===== src/sv/smd_pkg.sv =====
// Shared types, constants and tables for the SHA-256 message digest block.
// No dependencies.
package smd_pkg;

  typedef struct packed {
    logic [7:0] data_byte;
    logic       has_byte;
    logic       is_last;
  } item_t;

  typedef struct packed {
    logic [31:0] digest_word;
    logic [2:0]  word_index;
    logic        last_word;
  } digest_t;

  typedef enum logic [2:0] {
    ST_IDLE, ST_PAD, ST_ZERO, ST_LEN, ST_RND, ST_ADD, ST_OUT
  } state_t;

  typedef enum logic [1:0] {
    SEL_DATA, SEL_PAD, SEL_ZERO
  } byte_sel_t;

  // controller -> datapath
  typedef struct packed {
    logic      wr;
    byte_sel_t sel;
    logic      cnt_total;
    logic      wr_len;
    logic      round;
    logic [5:0] rnd;
    logic      fold;
    logic      restart;
  } cmd_t;

  // datapath -> controller
  typedef struct packed {
    logic [5:0] fill;
  } sts_t;

  localparam logic [5:0] LEN_START = 6'd56;
  localparam logic [5:0] FILL_LAST = 6'd63;
  localparam logic [5:0] RND_LAST  = 6'd63;
  localparam logic [2:0] WORD_LAST = 3'd7;
  localparam logic [7:0] PAD_BYTE  = 8'h80;

  localparam logic [31:0] H_INIT [8] = '{
    32'h6A09E667, 32'hBB67AE85, 32'h3C6EF372, 32'hA54FF53A,
    32'h510E527F, 32'h9B05688C, 32'h1F83D9AB, 32'h5BE0CD19
  };

  localparam logic [31:0] K_TABLE [64] = '{
    32'h428A2F98, 32'h71374491, 32'hB5C0FBCF, 32'hE9B5DBA5,
    32'h3956C25B, 32'h59F111F1, 32'h923F82A4, 32'hAB1C5ED5,
    32'hD807AA98, 32'h12835B01, 32'h243185BE, 32'h550C7DC3,
    32'h72BE5D74, 32'h80DEB1FE, 32'h9BDC06A7, 32'hC19BF174,
    32'hE49B69C1, 32'hEFBE4786, 32'h0FC19DC6, 32'h240CA1CC,
    32'h2DE92C6F, 32'h4A7484AA, 32'h5CB0A9DC, 32'h76F988DA,
    32'h983E5152, 32'hA831C66D, 32'hB00327C8, 32'hBF597FC7,
    32'hC6E00BF3, 32'hD5A79147, 32'h06CA6351, 32'h14292967,
    32'h27B70A85, 32'h2E1B2138, 32'h4D2C6DFC, 32'h53380D13,
    32'h650A7354, 32'h766A0ABB, 32'h81C2C92E, 32'h92722C85,
    32'hA2BFE8A1, 32'hA81A664B, 32'hC24B8B70, 32'hC76C51A3,
    32'hD192E819, 32'hD6990624, 32'hF40E3585, 32'h106AA070,
    32'h19A4C116, 32'h1E376C08, 32'h2748774C, 32'h34B0BCB5,
    32'h391C0CB3, 32'h4ED8AA4A, 32'h5B9CCA4F, 32'h682E6FF3,
    32'h748F82EE, 32'h78A5636F, 32'h84C87814, 32'h8CC70208,
    32'h90BEFFFA, 32'hA4506CEB, 32'hBEF9A3F7, 32'hC67178F2
  };

  function automatic logic [31:0] round_k(input logic [5:0] idx);
    return K_TABLE[idx];
  endfunction

  function automatic logic [31:0] rotr(input logic [31:0] v, input int n);
    return (v >> n) | (v << (32 - n));
  endfunction

endpackage


===== src/sv/sha256_message_digest.sv =====
// SHA-256 message digest over a byte stream: top level.
// Depends on smd_pkg, smd_ctrl and smd_dpath.
//
//  channel | signals                           | transaction
//  --------+-----------------------------------+--------------------------------
//  item    | item_valid, item_ready, item      | one optional byte + end flag
//  digest  | digest_valid, digest_ready, digest| one 32-bit digest word (8/msg)
//
// Flow: a byte that does not complete a block is only stored. A byte that
// completes a 64-byte block adds 64 compression rounds and a fold.
// An end transaction then runs padding one byte per cycle (pausing for an
// extra 64 rounds and fold when the length spills into a second block),
// a length write, 64 rounds, a fold, and 8 digest transactions. The
// 64-round compression loop sets the rate.
// Reset (rst, synchronous) loads the initial hash values, clears counters.
// item_ready is low while compressing, padding or emitting; a stalled
// digest word is held until taken.
module sha256_message_digest (
  input  logic               clk,
  input  logic               rst,
  input  logic               item_valid,
  output logic               item_ready,
  input  smd_pkg::item_t     item,
  output logic               digest_valid,
  input  logic               digest_ready,
  output smd_pkg::digest_t   digest
);
  import smd_pkg::*;

  cmd_t       cmd;
  sts_t       sts;
  logic [2:0] widx;
  logic [31:0] word;

  smd_ctrl u_ctrl (
    .clk          (clk),
    .rst          (rst),
    .item_valid   (item_valid),
    .item_ready   (item_ready),
    .has_byte     (item.has_byte),
    .is_last      (item.is_last),
    .digest_valid (digest_valid),
    .digest_ready (digest_ready),
    .word_index   (widx),
    .sts          (sts),
    .cmd          (cmd)
  );

  smd_dpath u_dpath (
    .clk         (clk),
    .rst         (rst),
    .data_byte   (item.data_byte),
    .cmd         (cmd),
    .word_index  (widx),
    .sts         (sts),
    .digest_word (word)
  );

  // digest words come straight from the hash registers, stable while held
  assign digest.digest_word = word;
  assign digest.word_index  = widx;
  assign digest.last_word   = (widx == WORD_LAST);

endmodule


===== src/sv/smd_dpath.sv =====
// SHA-256 datapath: block/schedule window, working variables, hash words.
// Depends on smd_pkg; driven by smd_ctrl commands.
module smd_dpath (
  input  logic             clk,
  input  logic             rst,
  input  logic [7:0]       data_byte,
  input  smd_pkg::cmd_t    cmd,
  input  logic [2:0]       word_index,
  output smd_pkg::sts_t    sts,
  output logic [31:0]      digest_word
);
  import smd_pkg::*;

  logic [31:0] blk [16];   // message block, reused as schedule window
  logic [31:0] v   [8];    // a..h
  logic [31:0] hw  [8];
  logic [5:0]  fill;
  logic [63:0] total;

  logic [7:0]  wr_byte;
  logic [63:0] bit_len;
  logic [31:0] w_new, s0, s1, t1, t2, big_s0, big_s1, ch, maj;

  always_comb begin
    case (cmd.sel)
      SEL_DATA: wr_byte = data_byte;
      SEL_PAD:  wr_byte = PAD_BYTE;
      default:  wr_byte = 8'h00;
    endcase
    bit_len = {total[60:0], 3'b000};
    s0      = rotr(blk[1], 7) ^ rotr(blk[1], 18) ^ (blk[1] >> 3);
    s1      = rotr(blk[14], 17) ^ rotr(blk[14], 19) ^ (blk[14] >> 10);
    w_new   = blk[0] + s0 + blk[9] + s1;
    big_s1  = rotr(v[4], 6) ^ rotr(v[4], 11) ^ rotr(v[4], 25);
    ch      = (v[4] & v[5]) ^ (~v[4] & v[6]);
    big_s0  = rotr(v[0], 2) ^ rotr(v[0], 13) ^ rotr(v[0], 22);
    maj     = (v[0] & v[1]) ^ (v[0] & v[2]) ^ (v[1] & v[2]);
    t1      = v[7] + big_s1 + ch + round_k(cmd.rnd) + blk[0];
    t2      = big_s0 + maj;
  end

  // block window
  always_ff @(posedge clk) begin
    if (cmd.wr) begin
      blk[fill[5:2]][{~fill[1:0], 3'b000} +: 8] <= wr_byte;
    end else if (cmd.wr_len) begin
      blk[14] <= bit_len[63:32];
      blk[15] <= bit_len[31:0];
    end else if (cmd.round) begin
      for (int i = 0; i < 15; i++) blk[i] <= blk[i+1];
      blk[15] <= w_new;
    end
  end

  // working variables track the hash words whenever no round is running
  always_ff @(posedge clk) begin
    if (cmd.round) begin
      v[0] <= t1 + t2;
      v[1] <= v[0];
      v[2] <= v[1];
      v[3] <= v[2];
      v[4] <= v[3] + t1;
      v[5] <= v[4];
      v[6] <= v[5];
      v[7] <= v[6];
    end else begin
      for (int i = 0; i < 8; i++) v[i] <= hw[i];
    end
  end

  always_ff @(posedge clk) begin
    if (rst || cmd.restart) begin
      for (int i = 0; i < 8; i++) hw[i] <= H_INIT[i];
      fill  <= '0;
      total <= '0;
    end else begin
      if (cmd.fold) begin
        for (int i = 0; i < 8; i++) hw[i] <= hw[i] + v[i];
      end
      if (cmd.wr) fill <= fill + 6'd1;
      if (cmd.cnt_total) total <= total + 64'd1;
    end
  end

  assign sts.fill    = fill;
  assign digest_word = hw[word_index];

endmodule


===== src/sv/smd_ctrl.sv =====
// SHA-256 sequencer: intake, padding, round count, digest output.
// Depends on smd_pkg; drives smd_dpath.
module smd_ctrl (
  input  logic             clk,
  input  logic             rst,
  input  logic             item_valid,
  output logic             item_ready,
  input  logic             has_byte,
  input  logic             is_last,
  output logic             digest_valid,
  input  logic             digest_ready,
  output logic [2:0]       word_index,
  input  smd_pkg::sts_t    sts,
  output smd_pkg::cmd_t    cmd
);
  import smd_pkg::*;

  state_t     state, state_next, after, after_next;
  logic [5:0] rnd;
  logic [2:0] widx;

  always_comb begin
    state_next = state;
    after_next = after;
    unique case (state)
      ST_IDLE: begin
        if (item_valid) begin
          if (has_byte && sts.fill == FILL_LAST) begin
            state_next = ST_RND;
            after_next = is_last ? ST_PAD : ST_IDLE;
          end else if (is_last) begin
            state_next = ST_PAD;
          end
        end
      end
      ST_PAD: begin
        if (sts.fill == FILL_LAST) begin
          state_next = ST_RND;
          after_next = ST_ZERO;
        end else begin
          state_next = ST_ZERO;
        end
      end
      ST_ZERO: begin
        if (sts.fill == LEN_START) begin
          state_next = ST_LEN;
        end else if (sts.fill == FILL_LAST) begin
          state_next = ST_RND;
          after_next = ST_ZERO;
        end
      end
      ST_LEN: begin
        state_next = ST_RND;
        after_next = ST_OUT;
      end
      ST_RND:  if (rnd == RND_LAST) state_next = ST_ADD;
      ST_ADD:  state_next = after;
      ST_OUT:  if (digest_ready && widx == WORD_LAST) state_next = ST_IDLE;
      default: state_next = ST_IDLE;
    endcase
  end

  always_comb begin
    item_ready    = 1'b0;
    digest_valid  = 1'b0;
    cmd           = '0;
    cmd.sel       = SEL_DATA;
    cmd.rnd       = rnd;
    unique case (state)
      ST_IDLE: begin
        item_ready    = 1'b1;
        cmd.wr        = item_valid && has_byte;
        cmd.cnt_total = item_valid && has_byte;
      end
      ST_PAD: begin
        cmd.wr  = 1'b1;
        cmd.sel = SEL_PAD;
      end
      ST_ZERO: begin
        cmd.wr  = (sts.fill != LEN_START);
        cmd.sel = SEL_ZERO;
      end
      ST_LEN:  cmd.wr_len = 1'b1;
      ST_RND:  cmd.round  = 1'b1;
      ST_ADD:  cmd.fold   = 1'b1;
      ST_OUT: begin
        digest_valid = 1'b1;
        cmd.restart  = digest_ready && widx == WORD_LAST;
      end
      default: ;
    endcase
  end

  always_ff @(posedge clk) begin
    if (rst) begin
      state <= ST_IDLE;
      after <= ST_IDLE;
      rnd   <= '0;
      widx  <= '0;
    end else begin
      state <= state_next;
      after <= after_next;
      rnd   <= (state == ST_RND) ? rnd + 6'd1 : 6'd0;
      if (digest_valid && digest_ready) widx <= widx + 3'd1;
    end
  end

  assign word_index = widx;

endmodule


===== config.mk =====
export PLATFORM = sky130hd
export DESIGN_NAME = sha256_message_digest
export DESIGN_NICKNAME = d
export VERILOG_FILES = /design/src/sv/smd_pkg.sv /design/src/sv/sha256_message_digest.sv /design/src/sv/smd_dpath.sv /design/src/sv/smd_ctrl.sv
export SDC_FILE = /design/constraint.sdc
export NUM_CORES = 2
export LEC_CHECK = 0
export BUFFER_PORTS_ARGS = -buffer_cell sky130_fd_sc_hd__buf_2
export CAP_MARGIN = 0
export CORE_UTILIZATION = 30
export DETAILED_ROUTE_END_ITERATION = 16
export SETUP_SLACK_MARGIN = 0.05
export SLEW_MARGIN = 20
export SYNTH_ARGS = -nofsm -noshare
export SYNTH_HDL_FRONTEND = slang
export SYNTH_SLANG_ARGS = --single-unit
export TNS_END_PERCENT = 10

===== constraint.sdc =====
create_clock -name clk -period 11.75 [get_ports clk]
set_input_delay 2.35 -clock clk [delete_from_list [all_inputs] [get_ports clk]]
set_output_delay 2.35 -clock clk [all_outputs]
set_load 0.02 [all_outputs]

---- Word-level counts from Yosys, hierarchy flattened ----
Memories as Yosys holds them, arrays and structs flattened. A register that Yosys moved wholly into a read port is not among the register bits.
Cells that the tools add are included.
storage, ports and cells
  bits in registers ....................... 85
  RAM bits ................................ 1,024
  bits in read-only memories .............. 2,048
  bits of input ports ..................... 14
  output and inout port bits .............. 38
  logic and storage cells ................. 181
  memories kept ........................... 4
cells by class
  $add $sub $neg .......................... 23
  order comparisons ....................... 1
  equality and inequality tests ........... 19
  shift-type cells ........................ 2
  multiplexer cells ....................... 66
  bitwise operators ....................... 48
  reduce and logical (&&, ||, !) cells .... 12
memories
  memory           words  bits a word  read ports  clocked after memory_dff  write ports  RTL line         RTL
  (no name shown)  64     32           1           0                         0            smd_pkg.sv:73    return K_TABLE[idx];
  u_dpath.blk      16     32           16          0                         16           smd_dpath.sv:14  logic [31:0] blk [16];
  u_dpath.hw       8      32           9           1                         8            smd_dpath.sv:16  logic [31:0] hw [8];
  u_dpath.v        8      32           8           0                         8            smd_dpath.sv:15  logic [31:0] v [8];
operator list
  cell                    count
  $mux 32                 23
  $add 32x32->32          18
  $xor 32x32->32          9
  $and 32x32->32          5
  $add 64x1->64 const B   1
  $mux 3                  14
  $not 32->32             1
  $or 10x32->32           1
  $or 13x32->32           1
  $or 14x32->32           1
  $or 15x32->32           1
  $or 19x32->32           1
  $or 21x32->32           1
  $or 25x32->32           1
  $or 26x32->32           1
  $or 30x32->32           1
  $or 7x32->32            1
  $reduce_or 32->1        1
  $shift 8x7->32 const A  1
  $shiftx 8x7->32         1
  $xor 32x22->32          1
  $xor 32x29->32          1
  $mux 1                  23
  $pmux 3 s7              1
  other kinds (31)        61

---- Depth between registers and ports, before layout ----
An unclocked memory read counts as a cell.
  depth after elaboration ................. 10
  gate-level depth with buffers ........... 39
  depth with buffers taken out ............ 38

---- Hierarchy ----
A second synthesis with hierarchy kept.
unflattened totals
  cells, all modules ...................... 6,735
  area total of the unflattened synthesis .. 71,318.4 sq um
modules (own cells, without submodules)
  module                 instances  cells each  area an instance (sq um)  sequential area each (sq um)
  smd_dpath              1          6,627       70,491.4                  29,528.3
  smd_ctrl               1          107         820.8                     300.3
  sha256_message_digest  1          1           6.3                       0.0

---- Worst setup path after synthesis ----
OpenSTA, ideal clock, no wires.
  path kind ............................... input-to-reg
  start ................................... in rst
  end ..................................... mem u_dpath.hw[0][0] (enable)
  library setup time ...................... 1,970 ps
  arrival ................................. 7,290 ps
  required time ........................... 9,780 ps
  setup slack ............................. 2,490 ps
  cell stages on the path ................. 4
  path buffers ............................ 2
  cell sequence ........................... a31oi_1 -> clkbuf_1 -> clkbuf_1 -> nand2_1
RTL lines
  item             RTL line                     RTL
  start, declared  sha256_message_digest.sv:20  input logic rst,
  end, declared    smd_dpath.sv:16

==> results.sh <==
export IMPL_antenna_found_initial=5
export IMPL_final_max_slew_violation_count=0
export IMPL_htreeDepth=3
export IMPL_hold_path_class="flip-flop to flip-flop"
export IMPL_yosysWarnings=0
export IMPL_r2r_end="u_dpath.v[0][31]"
export IMPL_numPortBuffers=51
export IMPL_min_to="u_dpath.v[7][16]"
export IMPL_slew_headroom_pct=13.3
export IMPL_clk_pin_slew_ns=0.06
export IMPL_synth_common_cells="nand2_1, edfxtp_1, a21o_1"
export IMPL_first_iter_violations=5459
export IMPL_netlist_area_um2=71100
export IMPL_synth_area_top_cells="edfxtp_1, dfxtp_1, ha_1, a21o_1, fa_1"
export IMPL_dr_pass1_iters=8
export IMPL_fin_crit_ns=10.07
export IMPL_cts_hold_buf=0
export IMPL_slowest_stage="dfxtp_1"
export IMPL_min_from="u_dpath.v[6][16]"
export IMPL_cts_tree="done"
export IMPL_fin_setup_tns_ns=0
export IMPL_die_w_um=489
export IMPL_post_dp_hpwl_um=179000
export IMPL_nets=7567
export IMPL_cts_resized=0
export IMPL_min_path_cells=2
export IMPL_ios=52
export IMPL_final_layout_size_suffix_gt1_share_pct=6.44
export IMPL_synth_edf_count=768
export IMPL_rr_worst_depth=34
export IMPL_clkLatencyLatePin_ns=0.82
export IMPL_critPathKind="flip-flop to flip-flop"
export IMPL_syn_nets=7725
export IMPL_yosysSeqAreaShare_pct=42.1
export IMPL_cts_buffer_depth=3
export IMPL_antenna_left=0
export IMPL_synthCells=7116
export IMPL_ff2ff_setup_slack_ns=1.68
export IMPL_end_kind="flip-flop"
export IMPL_worstPathRequired_ns=12.39
export IMPL_root_buffer="clkbuf_16"
export IMPL_postCtsSetupRepairBufs=0
export IMPL_synth_cell_types=92
export IMPL_grt_pass1_vias=53700
export IMPL_worst_slew_pin_slew_ns=1.27
export IMPL_grt_max_degree=255
export IMPL_dp_slack_ns=1.87
export IMPL_core_area_um2=235000
export IMPL_rows=178
export IMPL_ys_ff_latch=1109
export IMPL_setup_ws_ns=1.68
export IMPL_timing_fmax_mhz=99.3
export IMPL_yosysTopAreaCell="edfxtp_1"
export IMPL_via_per_inst=5.36
export IMPL_wl_um=239000
export IMPL_place_gp_congestion=0.965
export IMPL_crit_path_start_kind="flip-flop"
export IMPL_vias=54700
export IMPL_cp_max_fo=17
export IMPL_async_flop_share_pct=0
export IMPL_cts_buffers=116
export IMPL_period_share_pct=85.7
export IMPL_maxCapViolCount=0
export IMPL_globalRoute_totalOverflow=0
export IMPL_rsz0062_at_grt="false"
export IMPL_finalClockSkew_ns=0.0656
export IMPL_wl_per_cell_um=23.4
export IMPL_hold_viol_final=0
export IMPL_finalSetupViolations=0
export IMPL_avgSynthCellArea_um2=9.98
export IMPL_synth_top_flop_cell="edfxtp_1"
export IMPL_start_util_pct=30.2
export IMPL_slowest_delay_ns=0.71
export IMPL_cts_sinks=1109
export IMPL_status="completed"
export IMPL_drc=0
export IMPL_grt_util_all_layers_pct=19.6
export IMPL_synthMostInstantiatedCell="nand2_1"
export IMPL_grt_pass1_wl_um=353000
export IMPL_r2r_start="u_ctrl.rnd[1]"
export IMPL_die_area_um2=239000
export IMPL_die_h_um=489
export IMPL_crit_arrival_ns=10.71
export IMPL_area_growth_pct=10.3
export IMPL_yosys_area_top_type_share_pct=32.5
metal layers:
layer / vias to the layer above / track usage [%] / routed length [µm]
met4: 0 / 8.27 / 10900
met5: - / 0 / 0
met1: 27200 / 25.8 / 102000
met3: 440 / 2.74 / 14600
li1: 25100 / - / -
met2: 1933 / 32.2 / 111000
metrics by stage:
stage | util, % | area [µm²] | hold slack, ns | instances
2_1_floorplan | - | 71100 | 0.431 | 7116
3_3_place_gp | 31.6 | 74400 | 0.451 | 9990
3_5_place_dp | 31.6 | 74400 | 0.454 | 9990
4_1_cts | 33.3 | 78400 | 0.433 | 10200
5_1_grt | 33.3 | 78400 | 0.447 | 10200
6_report | 33.3 | 78400 | 0.442 | 10200
area by class of cell:
class                   instances  area [µm²]
diodes                          4        10.0
flip-flops and latches       1109       29900
fillers                     23800      157000
well taps                    3150        3940
repair buffers                122         826
clock buffers                 166        3240
clock inverters                55         723
inverters                     288        1080
multi-input cells            5321       38700
how the worst max path moves through the flow:
stage / slack (ns) / cells after the start / endpoint / startpoint
6_report: 1.68 / 34 / u_dpath.v[0][31] / u_ctrl.rnd[1]
3_3_place_gp: 2.02 / 34 / u_dpath.v[0][31] / u_ctrl.rnd[1]
5_1_grt: 1.11 / 34 / u_dpath.v[0][31] / u_ctrl.rnd[1]
2_1_floorplan: 2.49 / 4 / u_dpath.hw[0][0] / rst
3_5_place_dp: 1.87 / 34 / u_dpath.v[0][31] / u_ctrl.rnd[1]
4_1_cts: 1.85 / 34 / u_dpath.v[0][31] / u_ctrl.rnd[1]
sequential cells by signal, indices dropped and copies added, names as in the netlist, named ones only:
signal and flops:
u_dpath.blk 512, u_dpath.hw 256, u_dpath.v 256, u_dpath.total 61, u_ctrl.rnd 6, u_dpath.sts 6, u_ctrl.after 3, u_ctrl.state 3
u_ctrl.word_index 3
logic make-up (layout without fill, tap and decap cells):
family / Yosys count / after routing / synth area share, %
XOR/XNOR: 594 / 594 / 7.34
multiplexers: 141 / 141 / 3.22
adder cells (fa/ha/maj): 620 / 620 / 12.9
AND/OR/NAND/NOR: 2031 / 2031 / 12.8
buffers and inverters: 686 / 631 / 3.63
flip-flops: 1109 / 1109 / 42.1
other: 0 / 4 / 0
AO/OA/AOI/OAI: 1935 / 1935 / 18.1
worst max-delay path, delay by kind of cell (launching register included):
family	cells	cell delay [ns]
buffers and inverters	5	0.89
AOI/OAI and AO/OA	13	3.09
and+or+nand+nor	6	1.27
adders and majority gates	7	3.23
DFF	1	0.71
xor gates and xnor gates	3	0.71
layout by cell type, fill, tap and decap left out, types with 50 or more instances in the layout:
cell	count
mux4_2	66
edfxtp_1	768
clkbuf_16	118
nand3_1	114
a21o_1	619
o21a_1	59
buf_2	51
dfxtp_1	334
and3_1	71
a211oi_1	68
and2_1	52
nor2_1	383
nor2b_1	51
o21ai_1	56
o21ai_0	396
a31oi_1	50
nand2b_1	76
xor2_1	222
buf_4	68
ha_1	400
a21oi_1	346
inv_1	283
xnor2_1	371
nor3_1	83
nand2_1	1025
fa_1	195
Power is not shown: default switching activity piles up to over one toggle a cycle in this logic, so the estimate is an artifact.
